===== config.mk =====
export PLATFORM = sky130hd
export DESIGN_NAME = fully_assoc_lru_tag_store
export DESIGN_NICKNAME = d
export VERILOG_FILES = /design/src/hw/rtl/falru_pkg.sv /design/src/hw/rtl/falru_cell.sv /design/src/hw/rtl/fully_assoc_lru_tag_store.sv
export SDC_FILE = /design/constraint.sdc
export NUM_CORES = 1
export LEC_CHECK = 0
export BUFFER_PORTS_ARGS = -buffer_cell sky130_fd_sc_hd__buf_2
export CELL_PAD_IN_SITES_DETAIL_PLACEMENT = 0
export CELL_PAD_IN_SITES_GLOBAL_PLACEMENT = 1
export CORE_UTILIZATION = 31
export DETAILED_ROUTE_END_ITERATION = 16
export PLACE_DENSITY_LB_ADDON = 0.1
export SETUP_SLACK_MARGIN = 0.05
export SLEW_MARGIN = 40
export SYNTH_ARGS = -nofsm -noshare
export SYNTH_HDL_FRONTEND = slang
export SYNTH_HIERARCHICAL = 1
export SYNTH_SLANG_ARGS = --single-unit

===== constraint.sdc =====
create_clock -name i_clk -period 9 [get_ports i_clk]
set_input_delay 1.8 -clock i_clk [delete_from_list [all_inputs] [get_ports i_clk]]
set_output_delay 1.8 -clock i_clk [all_outputs]
set_load 0.02 [all_outputs]

===== src/hw/rtl/falru_pkg.sv =====
`timescale 1ns / 1ps
// ----------------------------------------------------------------------------
// falru_pkg
// Shared sizes and types for the fully associative LRU tag store.
// ----------------------------------------------------------------------------
package falru_pkg;

    localparam int ENTRIES   = 4;
    localparam int ADDR_BITS = 16;
    localparam int IDX_W     = (ENTRIES > 1) ? $clog2(ENTRIES) : 1;

    // fixed port widths
    localparam int IN_ADDR_W = 16;
    localparam int SLOT_W    = 2;
    localparam int EVICT_W   = 16;

    localparam logic [IDX_W-1:0] LRU_RANK = IDX_W'(ENTRIES - 1);

    typedef logic [ADDR_BITS-1:0] t_tag;
    typedef logic [IDX_W-1:0]     t_idx;

    // search results rippling down the row of cells
    typedef struct packed {
        logic hit;
        t_idx hit_idx;
        t_idx hit_rank;
        logic empty;
        t_idx empty_idx;
        t_idx empty_rank;
        logic lru;
        t_idx lru_idx;
        t_tag lru_tag;
    } t_chain;

    // update broadcast to every cell
    typedef struct packed {
        logic en;
        logic write;
        t_idx slot;
        t_idx rank;
        t_tag addr;
    } t_upd;

endpackage


===== src/hw/rtl/falru_cell.sv =====
`timescale 1ns / 1ps
// ----------------------------------------------------------------------------
// falru_cell
// One slot: tag, valid bit and recency rank; adds its match, empty and
// LRU status to the search chain and applies broadcast updates.
// ----------------------------------------------------------------------------
module falru_cell (
    input  logic                 i_clk,
    input  logic                 i_rst_n,
    input  falru_pkg::t_idx      i_idx,
    input  falru_pkg::t_tag      i_addr,
    input  falru_pkg::t_chain    i_chain,
    output falru_pkg::t_chain    o_chain,
    input  falru_pkg::t_upd      i_upd
);
    import falru_pkg::*;

    t_tag r_tag;
    logic r_valid;
    t_idx r_rank;

    logic hit_here;
    logic empty_here;
    logic lru_here;

    assign hit_here   = r_valid && (r_tag == i_addr);
    assign empty_here = !r_valid;
    assign lru_here   = (r_rank == LRU_RANK);

    // first match wins, so earlier cells keep priority
    always_comb begin
        o_chain = i_chain;
        if (!i_chain.hit && hit_here) begin
            o_chain.hit      = 1'b1;
            o_chain.hit_idx  = i_idx;
            o_chain.hit_rank = r_rank;
        end
        if (!i_chain.empty && empty_here) begin
            o_chain.empty      = 1'b1;
            o_chain.empty_idx  = i_idx;
            o_chain.empty_rank = r_rank;
        end
        if (!i_chain.lru && lru_here) begin
            o_chain.lru     = 1'b1;
            o_chain.lru_idx = i_idx;
            o_chain.lru_tag = r_tag;
        end
    end

    always_ff @(posedge i_clk) begin
        if (!i_rst_n) begin
            r_valid <= 1'b0;
            r_rank  <= i_idx;
        end else if (i_upd.en) begin
            if (i_upd.slot == i_idx) begin
                r_rank <= '0;
                if (i_upd.write) begin
                    r_valid <= 1'b1;
                end
            end else if (r_rank < i_upd.rank) begin
                r_rank <= r_rank + t_idx'(1);
            end
        end
    end

    // tag store: no reset, only read while valid
    always_ff @(posedge i_clk) begin
        if (i_upd.en && i_upd.write && (i_upd.slot == i_idx)) begin
            r_tag <= i_upd.addr;
        end
    end

endmodule


===== src/hw/rtl/fully_assoc_lru_tag_store.sv =====
`timescale 1ns / 1ps
// ----------------------------------------------------------------------------
// fully_assoc_lru_tag_store
// Fully associative tag store with true LRU replacement.
// ----------------------------------------------------------------------------
// Each item is one block address. It goes through an accept, a lookup
// and an update step: the accept step registers the address, the
// lookup step ripples match / first-empty / LRU search through the row
// of slot cells and registers the decision, and the update step writes
// the tag, moves the ranks and loads the result register. A new item is
// taken once back in idle, after the last one has left its update step;
// the result register lets the next item start while a result still
// waits. On a hit, hit=1 and nothing is evicted. On a miss the lowest
// empty slot is filled, or when all are full the LRU slot is replaced
// and its old address reported with evicted_valid=1. After reset all
// slots are empty and no clearing pass is needed.
// ----------------------------------------------------------------------------
module fully_assoc_lru_tag_store (
    input  logic                                i_clk,
    input  logic                                i_rst_n,
    input  logic                                i_valid,
    output logic                                o_stall,
    input  logic [falru_pkg::IN_ADDR_W-1:0]     i_block_address,
    output logic                                o_valid,
    input  logic                                i_stall,
    output logic                                o_hit,
    output logic [falru_pkg::SLOT_W-1:0]        o_slot,
    output logic                                o_evicted_valid,
    output logic [falru_pkg::EVICT_W-1:0]       o_evicted_address
);
    import falru_pkg::*;

    typedef enum logic [1:0] {
        S_IDLE,
        S_LOOK,
        S_UPD
    } t_state;

    t_state r_state;
    t_tag   r_addr;

    // registered decision from the lookup cycle
    logic r_hit;
    logic r_write;
    t_idx r_slot;
    t_idx r_rank;
    logic r_evv;
    t_tag r_eva;

    // result register
    logic r_o_valid;
    logic r_o_hit;
    t_idx r_o_slot;
    logic r_o_evv;
    t_tag r_o_eva;

    t_chain chain [ENTRIES+1];
    t_upd   upd;
    t_chain fin;
    logic   out_free;

    assign chain[0] = '0;
    assign fin      = chain[ENTRIES];
    assign out_free = !r_o_valid || !i_stall;

    assign upd.en    = (r_state == S_UPD) && out_free;
    assign upd.write = r_write;
    assign upd.slot  = r_slot;
    assign upd.rank  = r_rank;
    assign upd.addr  = r_addr;

    for (genvar g = 0; g < ENTRIES; g++) begin : g_cell
        falru_cell u_cell (
            .i_clk   (i_clk),
            .i_rst_n (i_rst_n),
            .i_idx   (IDX_W'(g)),
            .i_addr  (r_addr),
            .i_chain (chain[g]),
            .o_chain (chain[g+1]),
            .i_upd   (upd)
        );
    end

    assign o_stall           = (r_state != S_IDLE);
    assign o_valid           = r_o_valid;
    assign o_hit             = r_o_hit;
    assign o_slot            = SLOT_W'(r_o_slot);
    assign o_evicted_valid   = r_o_evv;
    assign o_evicted_address = EVICT_W'(r_o_eva);

    always_ff @(posedge i_clk) begin
        if (!i_rst_n) begin
            r_state   <= S_IDLE;
            r_o_valid <= 1'b0;
        end else begin
            // a new result replaces the one leaving in the same cycle
            if (r_state == S_UPD && out_free) begin
                r_o_valid <= 1'b1;
            end else if (r_o_valid && !i_stall) begin
                r_o_valid <= 1'b0;
            end
            case (r_state)
                S_IDLE: begin
                    if (i_valid) begin
                        r_addr  <= ADDR_BITS'(i_block_address);
                        r_state <= S_LOOK;
                    end
                end
                S_LOOK: begin
                    // hit, else first empty slot, else the LRU slot
                    r_hit <= fin.hit;
                    r_evv <= 1'b0;
                    r_eva <= '0;
                    if (fin.hit) begin
                        r_write <= 1'b0;
                        r_slot  <= fin.hit_idx;
                        r_rank  <= fin.hit_rank;
                    end else if (fin.empty) begin
                        r_write <= 1'b1;
                        r_slot  <= fin.empty_idx;
                        r_rank  <= fin.empty_rank;
                    end else begin
                        r_write <= 1'b1;
                        r_slot  <= fin.lru_idx;
                        r_rank  <= LRU_RANK;
                        r_evv   <= 1'b1;
                        r_eva   <= fin.lru_tag;
                    end
                    r_state <= S_UPD;
                end
                S_UPD: begin
                    if (out_free) begin
                        r_o_hit   <= r_hit;
                        r_o_slot  <= r_slot;
                        r_o_evv   <= r_evv;
                        r_o_eva   <= r_eva;
                        r_state   <= S_IDLE;
                    end
                end
                default: begin
                    r_state <= S_IDLE;
                end
            endcase
        end
    end

`ifndef ASSERT_OFF
    // the ranks always hold the max rank somewhere
    a_lru_found: assert property (@(posedge i_clk) disable iff (!i_rst_n)
        (r_state == S_LOOK) |-> fin.lru)
        else $error("no slot holds the LRU rank");

    a_hit_no_evict: assert property (@(posedge i_clk) disable iff (!i_rst_n)
        (r_state == S_UPD && r_hit) |-> (!r_evv && !r_write))
        else $error("hit marked as eviction or fill");

    a_evict_full: assert property (@(posedge i_clk) disable iff (!i_rst_n)
        (r_state == S_LOOK && !fin.hit) |=> (r_evv == !$past(fin.empty)))
        else $error("eviction while an empty slot exists");

    a_busy_after_accept: assert property (@(posedge i_clk) disable iff (!i_rst_n)
        (i_valid && !o_stall) |=> (o_stall && r_state == S_LOOK))
        else $error("accepted item not in lookup");
`endif

endmodule

==> flow_metrics.tcl <==
set metrics [dict create \
    whs_ns 0.415 \
    r2r_start "r_addr[4]" \
    cts_sinks 138 \
    end_kind "register" \
    final_common_cell "edfxtp_1" \
    gp_congestion 0.732 \
    clock_latency_ns 0.42 \
    crit_type "register to register" \
    grt_pass1_vias 4244 \
    startpoint "r_addr[4]" \
    pwr-share-seq_pct 47.5 \
    io_pins 42 \
    cts-htree-levels 4 \
    vias 4024 \
    utilization_pct 38.3 \
    hp-class "register to register" \
    p_comb_share_pct 7.8 \
    maxCapViolCount 0 \
    crit_end "r_rank[1]" \
    cts_root_buf "clkbuf_16" \
    crit_path_start_kind "register" \
    crit_fanout 9 \
    yosys_warnings 6 \
    grt_pass1_wl_um 23900 \
    power.total_uw 1540 \
    io_buffers 41 \
    cp_data_arrival_time_ns 3.50 \
    ctsLongestPathBuffers 2 \
    relSlewSlack_pct 47.3 \
    intPower_uw 1170 \
    cts_buffers 17 \
    slew_violations 0 \
    nets 639 \
    postCtsSetupBuffers 0 \
    hold_buffers 0 \
    drt_iter0_markers 215 \
    layout_common_cells "edfxtp_1 (131), mux2_2 (108), conb_1 (72)" \
    dpl.hpwl_um 11000 \
    status "complete, no violations" \
    power.leakage_uw 0.00311 \
    cts_tree "done" \
    fin_skew_ns 0.00905 \
    ff2ff_path_depth 9 \
    p_sw_share_pct 24.2 \
    fin_crit_sh_pct 37.0 \
    p_sw_uw 374 \
    core_um2 21900 \
    cts_resized 0 \
    rows 54 \
    synthCells 484 \
    drcViolationCount 0 \
    dr.pass1.iters 4 \
    clkPwrFrac_pct 44.7 \
    regToRegEndpoint "r_rank[1]" \
    viasPerCell 4.45 \
    finalHoldViolations 0 \
    ant_nets 0 \
    gr-total-overflow 0 \
    synthesis.area_um2 6960 \
    die_h_um 152 \
    rsz0062_at_grt "no" \
    grt_start_max_net_pins 27 \
    dieArea_um2 23000 \
    fin_area_um2 8380 \
    wl_per_cell_um 16.7 \
    die_w_um 152 \
    worstMarginPinSlew_ns 0.791 \
    nFillCells 2141 \
    setup_viol 0 \
    cp.required_ns 9.17 \
    finalSetupTns_ns 0 \
    p_per_area_nw_per_um2 184 \
    ir_worst_vdd_mv 0.110 \
    wirelength_um 15100 \
    grt_usage_pct 13.9 \
    avgSynthCellArea_um2 14.4 \
    rrSetupSlack_ns 5.67 \
    path_clk_slew_ns 0.07 \
    fin_crit_ns 3.33 \
    antenna_found_initial 0 \
    drive_above_1_share_pct 34.6 \
    antennaDiodeCount 0 \
    placed_area_um2 7790 \
    area_delta_synth_final_pct 20.4 \
    initial_core_util_pct 31.8 \
    fmax_mhz 300 \
]
-- worst min path at each step --
stage,from,end,slack [ns],cells after the start
after global placement,r_hit,o_hit,0.40,0
after detailed placement,r_eva[2],o_evicted_address[2],0.40,0
after global routing,r_hit,o_hit,0.42,0
after floorplan,r_eva[0],o_evicted_address[0],0.40,0
after CTS,r_hit,o_hit,0.42,0
final,r_hit,o_hit,0.42,0
-- flip-flops by register name (all words and copies together), names as in the netlist --
| name | cells |
|---|---|
| o_valid | 1 |
| r_state | 2 |
| g_cell.u_cell/r_valid | 4 |
| r_rank | 2 |
| r_evv | 1 |
| o_evicted_valid | 1 |
| r_slot | 2 |
| r_hit | 1 |
| g_cell.u_cell/r_rank | 8 |
| g_cell.u_cell/r_tag | 64 |
| o_hit | 1 |
| r_addr | 16 |
| r_eva | 16 |
| r_write | 1 |
| o_slot | 2 |
| o_evicted_address | 16 |
-- metrics by stage --
step	instances	setup WS, ns
2_1_floorplan	554	5.11
3_3_place_gp	872	5.11
3_5_place_dp	872	5.15
4_1_cts	904	5.59
5_1_grt	904	5.48
6_report	904	5.67
-- layout make-up --
cell class	instances	area (um^2)	share of cell area (%)
clock inverter	15	158	1.88
inverter	21	78.8	0.941
multi-input combinational	386	3040	36.3
clock buffer	17	425	5.08
timing repair buffer	47	250	2.99
tap	280	350	4.18
sequential	138	4070	48.6
-- worst max-delay path: stages, from the launching register on --
cell      delay [ns]
edfxtp_1        0.58
xnor2_1         0.23
nand4_1         0.19
or4_4           0.48
o21bai_1        0.28
o21bai_1        0.22
o21bai_1        0.24
o21bai_1        0.41
inv_1           0.16
o22a_2          0.28
-- metal layers --
metal / vias up / part of all wire [%] / track usage, %
met5: - / 0 / 0
met2: 48 / 53 / 25.0
met4: 0 / 1.6 / 5.05
li1: 1993 / - / -
met3: 18 / 2.1 / 3.05
met1: 1965 / 43 / 16.1
-- power by group through the flow --
| stage | logic [uW] | clock network [uW] | registers [uW] |
|---|---|---|---|
| after floorplan | 87.6 | 0 | 741 |
| after global placement | 122 | 0 | 747 |
| after global routing | 134 | 738 | 736 |
| after detailed placement | 123 | 0 | 748 |
| final | 120 | 690 | 733 |
| after CTS | 124 | 708 | 733 |
Note: power is estimated with default switching activity, not from simulation.
